==> src/sdtr_pkg.sv <==
// ----------------------------------------------------------------------------
// sdtr_pkg: shared types and constants for the deadband threshold reporter
// Register map indexes, status codes, field widths and register reset values.
// ----------------------------------------------------------------------------
package sdtr_pkg;

  // Field widths
  localparam int SampleW = 32;
  localparam int HystW   = 20;
  localparam int ThrW    = 25;
  localparam int AddrW   = 5;
  localparam int DataW   = 32;

  // Register indexes (word address paddr[4:2])
  localparam logic [2:0] REG_HYSTERESIS   = 3'd0;
  localparam logic [2:0] REG_THRESHOLD    = 3'd1;
  localparam logic [2:0] REG_INVERT_ALARM = 3'd2;
  localparam logic [2:0] REG_ERROR_CODE   = 3'd3;
  localparam logic [2:0] REG_ERROR_CHECK  = 3'd4;

  // Register reset values
  localparam logic [HystW-1:0]          HYST_RESET      = HystW'(100);
  localparam logic signed [ThrW-1:0]    THR_RESET       = ThrW'(4000);
  localparam logic                      INVERT_RESET    = 1'b0;
  localparam logic signed [SampleW-1:0] ERR_CODE_RESET  = '0;
  localparam logic                      ERR_CHECK_RESET = 1'b1;

  // Result status codes
  typedef enum logic [1:0] {
    STATUS_OK        = 2'd0,
    STATUS_VALUE_ERR = 2'd1,
    STATUS_READ_ERR  = 2'd2
  } status_t;

endpackage

==> src/sensor_deadband_threshold_reporter_top.sv <==
// ----------------------------------------------------------------------------
// sensor_deadband_threshold_reporter_top: deadband report and alarm block
// Checks one polled sensor sample per item, flags bad reads and error values,
// issues value reports past a deadband and on/off alarm commands.
// ----------------------------------------------------------------------------
// Usage:
//   Input channel: in_valid/in_stall with sample and read_ok. An item is taken
//   at a clock edge with in_valid high and in_stall low.
//   Output channel: out_valid/out_stall with status, report_now, report_value,
//   alarm_event and alarm_on; exactly one result per input item, in order.
//   Configuration: APB-style port, registers at byte addresses 0,4,8,12,16
//   (hysteresis, threshold_level, invert_alarm, error_code,
//   error_check_enable). pready is tied high; write only while idle.
//   Path: a taken item is loaded into the input register, then into the
//   result register once that is free or its result is being taken.
//   Throughput: one item per cycle unless the output stalls, set by the single
//   compare stage between the two registers, which also updates channel state.
//   Reset (rst, synchronous): both registers empty, registers back to their
//   defaults, channel uninitialized and not triggered.
//   Stall: a stalled result holds; one more item waits in the input register,
//   after which in_stall rises until the result is taken.
// ----------------------------------------------------------------------------
module sensor_deadband_threshold_reporter_top
  import sdtr_pkg::*;
(
  input  logic                      clk,
  input  logic                      rst,
  // input channel
  input  logic                      in_valid,
  output logic                      in_stall,
  input  logic signed [SampleW-1:0] sample,
  input  logic                      read_ok,
  // output channel
  output logic                      out_valid,
  input  logic                      out_stall,
  output logic [1:0]                status,
  output logic                      report_now,
  output logic signed [SampleW-1:0] report_value,
  output logic                      alarm_event,
  output logic                      alarm_on,
  // configuration port
  input  logic                      psel,
  input  logic                      penable,
  input  logic                      pwrite,
  input  logic [AddrW-1:0]          paddr,
  input  logic [DataW-1:0]          pwdata,
  output logic [DataW-1:0]          prdata,
  output logic                      pready
);

  // Configuration registers
  logic [HystW-1:0]          hysteresis;
  logic signed [ThrW-1:0]    threshold_level;
  logic                      invert_alarm;
  logic signed [SampleW-1:0] error_code;
  logic                      error_check_enable;

  // Channel state
  logic signed [SampleW-1:0] last_reported;
  logic                      triggered;
  logic                      initialized;

  // Input register
  logic                      in_full;
  logic signed [SampleW-1:0] in_sample;
  logic                      in_ok;

  // Stage logic
  logic                      advance;
  logic                      cfg_write;
  logic [2:0]                reg_index;
  status_t                   status_next;
  logic                      report_next;
  logic signed [SampleW-1:0] report_value_next;
  logic                      event_next;
  logic                      level_next;
  logic                      triggered_next;
  logic signed [SampleW:0]   diff;
  logic [SampleW:0]          diff_mag;
  logic signed [SampleW+1:0] v_wide;
  logic signed [SampleW+1:0] h_wide;
  logic signed [SampleW+1:0] thr_wide;

  assign pready    = 1'b1;
  assign reg_index = paddr[AddrW-1:2];
  assign cfg_write = psel && penable && pwrite && pready;

  // Write configuration registers
  always_ff @(posedge clk) begin
    if (rst) begin
      hysteresis         <= HYST_RESET;
      threshold_level    <= THR_RESET;
      invert_alarm       <= INVERT_RESET;
      error_code         <= ERR_CODE_RESET;
      error_check_enable <= ERR_CHECK_RESET;
    end else if (cfg_write) begin
      case (reg_index)
        REG_HYSTERESIS:   hysteresis         <= pwdata[HystW-1:0];
        REG_THRESHOLD:    threshold_level    <= pwdata[ThrW-1:0];
        REG_INVERT_ALARM: invert_alarm       <= pwdata[0];
        REG_ERROR_CODE:   error_code         <= pwdata;
        REG_ERROR_CHECK:  error_check_enable <= pwdata[0];
        default: ;
      endcase
    end
  end

  // Read back configuration registers
  always_comb begin
    case (reg_index)
      REG_HYSTERESIS:   prdata = {{(DataW-HystW){1'b0}}, hysteresis};
      REG_THRESHOLD:    prdata = {{(DataW-ThrW){threshold_level[ThrW-1]}}, threshold_level};
      REG_INVERT_ALARM: prdata = {{(DataW-1){1'b0}}, invert_alarm};
      REG_ERROR_CODE:   prdata = error_code;
      REG_ERROR_CHECK:  prdata = {{(DataW-1){1'b0}}, error_check_enable};
      default:          prdata = '0;
    endcase
  end

  // Move an item from the input register when the result register is free or being taken
  assign advance  = in_full && (!out_valid || !out_stall);
  assign in_stall = in_full && !advance;

  // Capture the incoming item
  always_ff @(posedge clk) begin
    if (rst) begin
      in_full <= 1'b0;
    end else if (!in_stall) begin
      in_full <= in_valid;
    end
  end

  always_ff @(posedge clk) begin
    if (in_valid && !in_stall) begin
      in_sample <= sample;
      in_ok     <= read_ok;
    end
  end

  // Deadband distance and widened alarm operands
  assign diff     = {in_sample[SampleW-1], in_sample}
                  - {last_reported[SampleW-1], last_reported};
  assign diff_mag = diff[SampleW] ? (SampleW+1)'(0) - diff : diff;
  assign v_wide   = {{2{in_sample[SampleW-1]}}, in_sample};
  assign h_wide   = {{(SampleW+2-HystW){1'b0}}, hysteresis};
  assign thr_wide = {{(SampleW+2-ThrW){threshold_level[ThrW-1]}}, threshold_level};

  // Classify the sample, decide the report and the alarm change
  always_comb begin
    status_next       = STATUS_OK;
    report_next       = 1'b0;
    report_value_next = '0;
    event_next        = 1'b0;
    level_next        = 1'b0;
    triggered_next    = triggered;
    if (!in_ok) begin
      status_next = STATUS_READ_ERR;
    end else if (error_check_enable && (in_sample == error_code)) begin
      status_next = STATUS_VALUE_ERR;
    end else begin
      if (!initialized
          || ((hysteresis != '0) && (diff_mag > {{(SampleW+1-HystW){1'b0}}, hysteresis}))) begin
        report_next       = 1'b1;
        report_value_next = in_sample;
      end
      if (triggered) begin
        if ((v_wide + h_wide) < thr_wide) begin
          triggered_next = 1'b0;
          event_next     = 1'b1;
          level_next     = invert_alarm;
        end
      end else begin
        if ((v_wide - h_wide) > thr_wide) begin
          triggered_next = 1'b1;
          event_next     = 1'b1;
          level_next     = !invert_alarm;
        end
      end
    end
  end

  // Update channel state as the item passes
  always_ff @(posedge clk) begin
    if (rst) begin
      last_reported <= '0;
      triggered     <= 1'b0;
      initialized   <= 1'b0;
    end else if (advance) begin
      triggered <= triggered_next;
      if (report_next) begin
        last_reported <= in_sample;
        initialized   <= 1'b1;
      end
    end
  end

  // Result register: hold while stalled, drop once taken
  always_ff @(posedge clk) begin
    if (rst) begin
      out_valid <= 1'b0;
    end else if (advance) begin
      out_valid <= 1'b1;
    end else if (!out_stall) begin
      out_valid <= 1'b0;
    end
  end

  always_ff @(posedge clk) begin
    if (advance) begin
      status       <= status_next;
      report_now   <= report_next;
      report_value <= report_value_next;
      alarm_event  <= event_next;
      alarm_on     <= level_next;
    end
  end

`ifndef SYNTHESIS
  // A bad sample carries no report and no alarm command
  a_bad_quiet: assert property (@(posedge clk) disable iff (rst)
    out_valid && (status != STATUS_OK) |-> !report_now && !alarm_event)
    else $error("bad sample produced a report or alarm");

  // No command level without an alarm change, no report value without a report
  a_level_needs_event: assert property (@(posedge clk) disable iff (rst)
    out_valid && !alarm_event |-> !alarm_on && (report_now || report_value == '0))
    else $error("alarm level or report value set without its flag");

  // A flip of the trigger flag shows as an alarm event in the next result
  a_trigger_event: assert property (@(posedge clk) disable iff (rst)
    !$past(rst) && (triggered != $past(triggered)) |-> out_valid && alarm_event)
    else $error("trigger flag changed without an alarm event");

  // The channel becomes initialized only through a report
  a_init_report: assert property (@(posedge clk) disable iff (rst)
    !$past(rst) && $rose(initialized) |-> out_valid && report_now)
    else $error("channel initialized without a report");

  // Command level follows the new trigger flag and the invert setting
  a_level_match: assert property (@(posedge clk) disable iff (rst)
    advance && event_next |=> alarm_on == (triggered ^ invert_alarm))
    else $error("alarm level does not match trigger flag");
`endif

endmodule

==> config.mk <==
export PLATFORM = sky130hd
export DESIGN_NAME = sensor_deadband_threshold_reporter_top
export DESIGN_NICKNAME = d
export VERILOG_FILES = /design/src/sdtr_pkg.sv /design/src/sensor_deadband_threshold_reporter_top.sv
export SDC_FILE = /design/constraint.sdc
export NUM_CORES = 1
export LEC_CHECK = 0
export BUFFER_PORTS_ARGS = -buffer_cell sky130_fd_sc_hd__buf_2
export CAP_MARGIN = 30
export CORE_MARGIN = 4
export CORE_UTILIZATION = 61
export DETAILED_ROUTE_END_ITERATION = 6
export GPL_TIMING_DRIVEN = 0
export HOLD_SLACK_MARGIN = 0.12
export PLACE_DENSITY_LB_ADDON = 0.15
export REMOVE_ABC_BUFFERS = 1
export SYNTH_ARGS = -nofsm -noshare
export SYNTH_HDL_FRONTEND = slang
export SYNTH_SLANG_ARGS = --single-unit
==> constraint.sdc <==
create_clock -name clk -period 7.3 [get_ports clk]
set_input_delay 0.365 -clock clk [delete_from_list [all_inputs] [get_ports clk]]
set_output_delay 0.365 -clock clk [all_outputs]
set_load 0.005 [all_outputs]
==> reports/metrics.yaml, run 1 <==
netlist_instances: 1846
hp-class: "primary input to register"
max_slew.worst_pin.slew_ps: 938
die_y_um: 164
crit_path_max_fanout: 26
p_clk_frac: 0.331
cp.arrival_ps: 7150
finalWorstSetupSlack_ps: 319
routed_wl_um: 42400
initialDrtViolationCount: 1118
fmax_ghz: 0.143
hold_depth: 3
yosysUniqueCellTypes: 87
die-area_mm2: 0.0270
total_power_w: 0.00280
wl_per_cell_um: 18.4
start_kind: "register"
clk_latency_ps: 450
seq_power_share: 0.410
clock_path_buffers: 2
synth_top_flop_cell: "dfxtp_1"
worst-r2r-setup-slack_ps: 320
maxSlewViolCount: 0
cts_made_buffers: 17
r2r_start: "in_sample[0]"
dp_worst_setup_slack_ps: -374
yosysSeqAreaShare: 0.295
run_status: "finished, final reports clean"
hp-start: "in_valid"
slowest_delay_ps: 540
num_rows: 56
min_to: "in_full"
drv_cap: 0
grt_pass1_wl_um: 66700
initial_core_util: 0.629
r2r_cells: 28
cts_sinks: 185
synth.largest_area_cell: "dfxtp_1"
required_ps: 7470
ant_nets: 0
synth_seq_cells: 185
yosys-top-cells-area: "dfxtp_1 (15%), edfxtp_1 (14%), ha_1 (13%)"
netlist.area_leader.share: 0.154
finClkSkew_ps: 22.4
total_leakage_power_nw: 6.47
overflow: 0
p_per_area_mw_per_mm2: 166
htreeDepth: 4
dpl.hpwl_um: 32000
drc_errors: 0
stdcell_count: 2300
cts_tree: "built"
fillers: 1889
synth.cell_area_mm2: 0.0149
grt_use_total: 0.312
io_buffers: 145
dp.cells: 2229
drive_gt1_frac: 0.122
p_switching_w: 0.000912
crit_path_end_kind: "register"
antenna_found_initial: 0
final-hold-violation-count: 0
yosys_warnings: 0
area.growth.synth_to_final_pct: 13.2
most-common-layout-cells: "nand2_1 (232), a21oi_1 (190), ha_1 (158)"
reg2reg_to: "report_value[18]"
num_antenna_cells: 0
cts-root-buf: "clkbuf_16"
async_reset_ff_frac: 0
synth_edf_count: 70
layout_min_cycle_time_ps: 6980
syn-mean-instance-area_um2: 8.09
setup_violations: 0
grt_max_degree: 61
p_int_w: 0.00189
tns_ps: 0
die_w_um: 164
drtPass1Iterations: 5
finalNetCount: 2206
drt-vias-per-instance: 6.05
io_pins: 149
maxSlewHeadroom: 0.369
rsz0062_at_grt: "false"
layout_commonest_cell: "nand2_1"
finalCritPeriodShare: 0.956
cp_slowest_cell: "edfxtp_1"
grt_pass1_vias: 12900
power_frac_comb: 0.258
vdd_drop_max_mv: 0.144
core_mm2: 0.0238
p_sw_frac: 0.326
clk_pin_slew_ps: 80
critPathKind: "register to register"
place_congestion: 0.924
vias: 13900
metal layers:
| metal | global-route usage | share of wire |
|---|---|---|
| met1 | 0.434 | 0.43 |
| met2 | 0.508 | 0.46 |
| met3 | 0.0424 | 0.083 |
| met4 | 0.0968 | 0.029 |
| met5 | 0 | 0 |
stage by stage:
| stage | hold slack (ps) | util | cell area (µm²) |
|---|---|---|---|
| after global routing | 152 | 0.711 | 16900 |
| final | 148 | 0.711 | 16900 |
| after CTS | 139 | 0.708 | 16800 |
| after global placement | 442 | 0.658 | 15600 |
| after detailed placement | 447 | 0.669 | 15900 |
| after floorplan | 430 | - | 14500 |
cell families after synthesis:
group / count (synthesis) / share of synthesized area
compound gates: 504 / 0.212
xor+xnor: 127 / 0.0750
fa+ha+maj: 161 / 0.136
buf+inv: 206 / 0.0569
flops: 185 / 0.295
mux: 9 / 0.00695
other cells: 1 / 0.000251
simple gates: 653 / 0.218
worst max-delay path: cells and delay by family, from the launching register on:
| family | cells | cell delay (ps) |
|---|---|---|
| compound gates | 14 | 3140 |
| flops | 1 | 540 |
| buf+inv | 3 | 600 |
| fa+ha+maj | 3 | 890 |
| simple gates | 8 | 1500 |
power by group through the flow:
stage | registers [W] | logic, W | clock network [W]
final | 0.00115 | 0.000722 | 0.000928
after floorplan | 0.00115 | 0.000497 | 0
after CTS | 0.00115 | 0.000707 | 0.000936
after detailed placement | 0.00117 | 0.000687 | 0
after global routing | 0.00115 | 0.000809 | 0.000978
after global placement | 0.00117 | 0.000660 | 0
Yosys cell counts, types with 5 or more instances:
cell	number
ha_1	158
nor3_1	29
buf_2	10
a211o_1	16
o211ai_1	6
o2111ai_1	5
a21oi_1	191
buf_6	7
nor2b_1	28
a21o_1	27
a211oi_1	9
mux2i_1	7
or3_1	14
xnor2_1	91
or3b_1	22
and3_1	8
nor4_1	12
nand2b_1	24
a31oi_1	6
nand3_1	26
edfxtp_1	70
o21ai_0	109
and2_1	38
inv_1	110
xor2_1	35
nor2_1	141
nand4_1	37
nand2_1	232
or3b_2	7
a21boi_0	5
clkbuf_1	72
o21ai_1	12
or2_2	5
dfxtp_1	115
o21bai_1	9
o21a_1	32
o31ai_1	10
a22oi_1	22
repair_timing:
item / CTS / global route
pin swaps: 1 / 1
buffers inserted: 1 / 3
gates resized for setup: 1 / 4
cloned: 0 / 1
endpoints found under the hold margin: 33 / 0
hold buffers: 33 / 0
setup endpoints to repair: 30 / 44
state kept, by name (all words and copies together), names as in the netlist:
register / count
alarm_event: 1
alarm_on: 1
error_check_enable: 1
error_code: 32
hysteresis: 20
in_full: 1
in_ok: 1
in_sample: 32
initialized: 1
invert_alarm: 1
last_reported: 32
out_valid: 1
report_now: 1
report_value: 32
status: 2
threshold_level: 25
triggered: 1
how the worst max path moves through the flow:
stage	to	startpoint	cells after the start	slack, ps
2_1_floorplan	report_value[10]	in_sample[21]	24	310
3_3_place_gp	last_reported[30]	out_stall	5	-2630
3_5_place_dp	report_value[18]	in_sample[17]	26	-370
4_1_cts	report_value[18]	in_sample[0]	28	70
5_1_grt	report_value[18]	in_sample[0]	28	80
6_report	report_value[18]	in_sample[0]	28	320
area by class of cell:
type                    count  area [µm²]  area share
repair buffers            198        1340      0.0791
inverters                 110         413      0.0244
clock buffers              19         454      0.0269
well taps                 319         399      0.0236
flip-flops and latches    185        4400       0.261
clock inverters            13         125     0.00740
multi-input cells        1456        9770       0.578
Power figures use the tool's default switching activity.
==> inputs of run 2 (changes only) <==
==> constraint.sdc (replaced) <==
create_clock -name clk -period 7.3 [get_ports clk]
set_input_delay 1.46 -clock clk [delete_from_list [all_inputs] [get_ports clk]]
set_output_delay 1.46 -clock clk [all_outputs]
set_load 0.005 [all_outputs]
==> run 2 against run 1 <==
Compared with the run above: worst hold slack improved by 310 ps; die area stayed put; combinational power down 2%; register-to-register slack gained 90 ps; maximum frequency increased by 1.3%; sequential cell count stayed put; sequential share of layout area increased by 0.52 points; worst setup slack better by 91 ps; sequential power hardly changed; largest cell class unchanged; largest power group unchanged; highest routed layer unchanged.
==> reports/metrics.yaml, run 2 (synthesis results as in run 1) <==
run_status: "finished, final reports clean"
setup_violations: 0
wl_per_cell_um: 18.4
cts-hold-fix-buffers: 0
drtPass1Iterations: 5
final-hold-violation-count: 0
hp-start: "threshold_level[17]"
tns_ps: 0
die_y_um: 164
die_w_um: 164
grt_use_total: 0.308
cts_tree: "built"
finalNetCount: 2173
rsz0062_at_grt: "false"
total_leakage_power_nw: 6.33
layout_min_cycle_time_ps: 6890
grt_pass1_wl_um: 65900
grt_max_degree: 61
num_rows: 56
initialDrtViolationCount: 1196
hold_depth: 2
reg2reg_to: "report_value[18]"
antenna_found_initial: 0
cts_made_buffers: 17
slowest_delay_ps: 530
drv_cap: 0
maxSlewViolCount: 0
fmax_ghz: 0.145
crit_path_max_fanout: 26
io_buffers: 145
max_slew.worst_pin.slew_ps: 908
io_pins: 149
dp.cells: 2229
cts_sinks: 185
place_congestion: 0.924
drc_errors: 0
clock_path_buffers: 2
die-area_mm2: 0.0270
fin_hold_ws_ps: 460
layout_commonest_cell: "nand2_1"
stdcell_count: 2267
cp_slowest_cell: "edfxtp_1"
finClkSkew_ps: 19.1
r2r_cells: 28
path_buf_inv: 3
finalWorstSetupSlack_ps: 410
grt_pass1_vias: 12700
most-common-layout-cells: "nand2_1 (232), a21oi_1 (190), ha_1 (158)"
fin_util: 0.697
finalCritPeriodShare: 0.944
core_mm2: 0.0238
dp_worst_setup_slack_ps: -374
vias: 13600
clk_latency_ps: 450
dpl.hpwl_um: 32000
drt-vias-per-instance: 6.02
area.growth.synth_to_final_pct: 11.0
routed_wl_um: 41700
hp-class: "register to register"
clk_pin_slew_ps: 80
p_per_area_mw_per_mm2: 168
htreeDepth: 4
crit_path_end_kind: "register"
start_kind: "register"
required_ps: 7480
drive_gt1_frac: 0.124
cp_top_family: "compound AO/OA/AOI/OAI gates"
maxSlewHeadroom: 0.390
cts-root-buf: "clkbuf_16"
critPathKind: "register to register"
initial_core_util: 0.629
ant_nets: 0
num_antenna_cells: 0
r2r_start: "in_sample[0]"
vdd_drop_max_mv: 0.144
cp.arrival_ps: 7070
overflow: 0
min_to: "threshold_level[17]"
worst-r2r-setup-slack_ps: 410
==> run 2: cell count changes in the layout (fill, tap and decap cells not counted), sizes merged <==
cell and change:
dlygate4sd3 -33
==> run 2: power by group <==
part           leakage, nW  switching (W)  total, W  internal [W]
sequential            1.60      0.0000428   0.00115       0.00111
clock                0.276       0.000457  0.000930      0.000473
combinational         4.45       0.000411  0.000708      0.000297
total                 6.33       0.000911   0.00279       0.00188
==> run 2: repair_timing <==
action	CTS	global route
endpoints found under the setup margin	30	44
setup buffers	1	3
resized for setup	1	4
pin swaps	1	1
cloned	0	1
==> run 2: metrics by stage <==
stage | area [µm²] | power (W)
2_1_floorplan | 14500 | 0.00165
3_5_place_dp | 15900 | 0.00186
6_report | 16600 | 0.00279
5_1_grt | 16600 | 0.00293
4_1_cts | 16500 | 0.00278
3_3_place_gp | 15600 | 0.00183
==> run 2: worst reg2reg max path: cells and delay by family (launching register included) <==
family	cells	cell delay, ps
compound gates	14	3110
buf+inv	3	590
flops	1	530
simple gates	8	1500
fa+ha+maj	3	890
==> run 2: cell type report <==
cell class	count	area (µm²)
timing repair buffer	165	1010
clock inverter	13	125
tap	319	399
clock buffer	19	454
fill	1943	7190
inverter	110	413
multi-input combinational	1456	9770
sequential	185	4400
==> run 2: worst max-delay path by stage <==
stage | from | to | slack, ps | cells past startpoint
after floorplan | out_stall | last_reported[24] | -80 | 4
after global placement | out_stall | last_reported[30] | -3730 | 5
after detailed placement | in_sample[17] | report_value[18] | -370 | 26
after CTS | in_sample[0] | report_value[18] | 70 | 28
after global routing | in_sample[0] | report_value[18] | 80 | 28
final | in_sample[0] | report_value[18] | 410 | 28
==> run 2: per-layer routing <==
layer,track usage,vias up,routed length [µm]
met5,0,-,0
met3,0.0424,52,3400
met1,0.429,6370,18100
met2,0.503,526,19200
li1,-,6693,-
met4,0.0919,0,1090
==> inputs of run 3 (changes only) <==
CELL_PAD_IN_SITES_DETAIL_PLACEMENT = 0   (was default)
CELL_PAD_IN_SITES_GLOBAL_PLACEMENT = 2   (was default)
CORE_UTILIZATION = 36   (was 61)
==> run 3 against run 2 <==
Compared with the run above: register-to-register slack improved by 90 ps; worst setup slack better by 94 ps; first-iteration DRC count is 41% lower; global-route usage shrank 9.6 points; non-clock buffer count fell by 1; clock skew shrank 2.2 ps; die area rose by 66%; clock power rose by 4.2%; critical path type unchanged; largest power group unchanged.
==> reports/metrics.yaml, run 3 (synthesis results as in run 1) <==
start_kind: "register"
core_mm2: 0.0409
maxSlewViolCount: 0
area.growth.synth_to_final_pct: 13.0
die_y_um: 212
r2r_start: "in_sample[0]"
dpl.hpwl_um: 38000
finalCritPeriodShare: 0.931
fmax_ghz: 0.147
overflow: 0
cts-hold-fix-buffers: 0
finalNetCount: 2172
grt_pass1_vias: 13100
power_frac_comb: 0.252
p_per_area_mw_per_mm2: 168
path_common_cell: "o21a_1"
clk_pin_slew_ps: 80
drtPass1Iterations: 5
tns_ps: 0
p_sw_frac: 0.333
num_rows: 74
cp_slowest_cell: "edfxtp_1"
cts_sinks: 185
io_buffers: 145
io_pins: 149
worst-r2r-setup-slack_ps: 500
reg2reg_to: "report_value[28]"
p_int_w: 0.00189
die_w_um: 212
rsz0062_at_grt: "false"
hp-class: "register to register"
cts-root-buf: "clkbuf_16"
drv_cap: 0
hold_depth: 2
fin_hold_ws_ps: 458
total_power_w: 0.00284
required_ps: 7540
ant_nets: 0
hp-start: "threshold_level[17]"
fillers: 4255
cts_tree: "built"
routed_wl_um: 47900
min_to: "threshold_level[17]"
grt_pass1_wl_um: 74100
maxSlewHeadroom: 0.393
crit_path_end_kind: "register"
drc_errors: 0
most-common-layout-cells: "nand2_1 (232), a21oi_1 (189), ha_1 (158)"
layout_commonest_cell: "nand2_1"
die-area_mm2: 0.0448
cts_made_buffers: 17
slowest_delay_ps: 550
critPathLaunch: "in_sample[0]"
critPathKind: "register to register"
crit_path_max_fanout: 23
total_leakage_power_nw: 6.35
r2r_cells: 29
clock_path_buffers: 2
clk_latency_ps: 490
htreeDepth: 4
drt-vias-per-instance: 5.32
final-hold-violation-count: 0
setup_violations: 0
num_antenna_cells: 0
p_clk_frac: 0.342
antenna_found_initial: 1
initial_core_util: 0.365
drive_gt1_frac: 0.125
grt_max_degree: 62
place_congestion: 0.882
max_slew.worst_pin.slew_ps: 911
finClkSkew_ps: 17.0
p_switching_w: 0.000944
cp.arrival_ps: 7030
vdd_drop_max_mv: 0.136
vias: 13200
initialDrtViolationCount: 703
seq_power_share: 0.406
wl_per_cell_um: 19.3
grt_use_total: 0.213
run_status: "finished, final reports clean"
layout_min_cycle_time_ps: 6800
## run 3: layout make-up
type / count / area (µm²) / share of cell area
flip-flops and latches: 185 / 4400 / 0.261
inverters: 110 / 413 / 0.0245
clock inverters: 15 / 170 / 0.0101
multi-input cells: 1456 / 9780 / 0.580
repair buffers: 164 / 1010 / 0.0599
clock buffers: 17 / 425 / 0.0252
well taps: 532 / 666 / 0.0395
## run 3: worst max-delay path by stage
| stage | endpoint | slack (ps) |
|---|---|---|
| floorplan | last_reported[24] | -80 |
| global placement | last_reported[29] | -3920 |
| detailed placement | report_value[20] | -610 |
| CTS | report_value[28] | 30 |
| global route | report_value[29] | 60 |
| finish | report_value[28] | 500 |
## run 3: metal layers
layer	global-route usage	vias to the layer above	wire, µm
met3	0.0282	40	1420
met4	0.0655	0	1050
li1	-	6701	-
met2	0.348	194	22200
met1	0.293	6264	23200
met5	0	-	0
## run 3: power by group through the flow
stage | Sequential (W) | Combinational, W | Clock, W
floorplan | 0.00115 | 0.000497 | 0
global placement | 0.00118 | 0.000689 | 0
detailed placement | 0.00117 | 0.000708 | 0
CTS | 0.00115 | 0.000714 | 0.000996
global route | 0.00116 | 0.000805 | 0.00104
finish | 0.00115 | 0.000716 | 0.000969
## run 3: timing repair
item | 4_1_cts | 5_1_grt
gates cloned | 0 | 1
pin swaps | 1 | 1
setup buffers | 1 | 0
setup endpoints to repair | 59 | 30
gates resized for setup | 3 | 4
## run 3: critical path, delay by kind of cell, from the launching register on
kind / cells / cell delay (ps)
buffers and inverters: 4 / 750
and+or+nand+nor: 8 / 1400
DFF: 1 / 550
adders and majority gates: 3 / 900
AOI/OAI and AO/OA: 14 / 2880
## run 3: per-stage QoR
step	util	worst slack, ps	cells	area, µm²
after floorplan	-	-76.2	1750	14500
after global placement	0.388	-3920	2427	15900
after detailed placement	0.396	-614	2445	16200
after CTS	0.411	29.0	2478	16800
after global routing	0.412	62.7	2479	16900
final	0.412	503	2479	16900
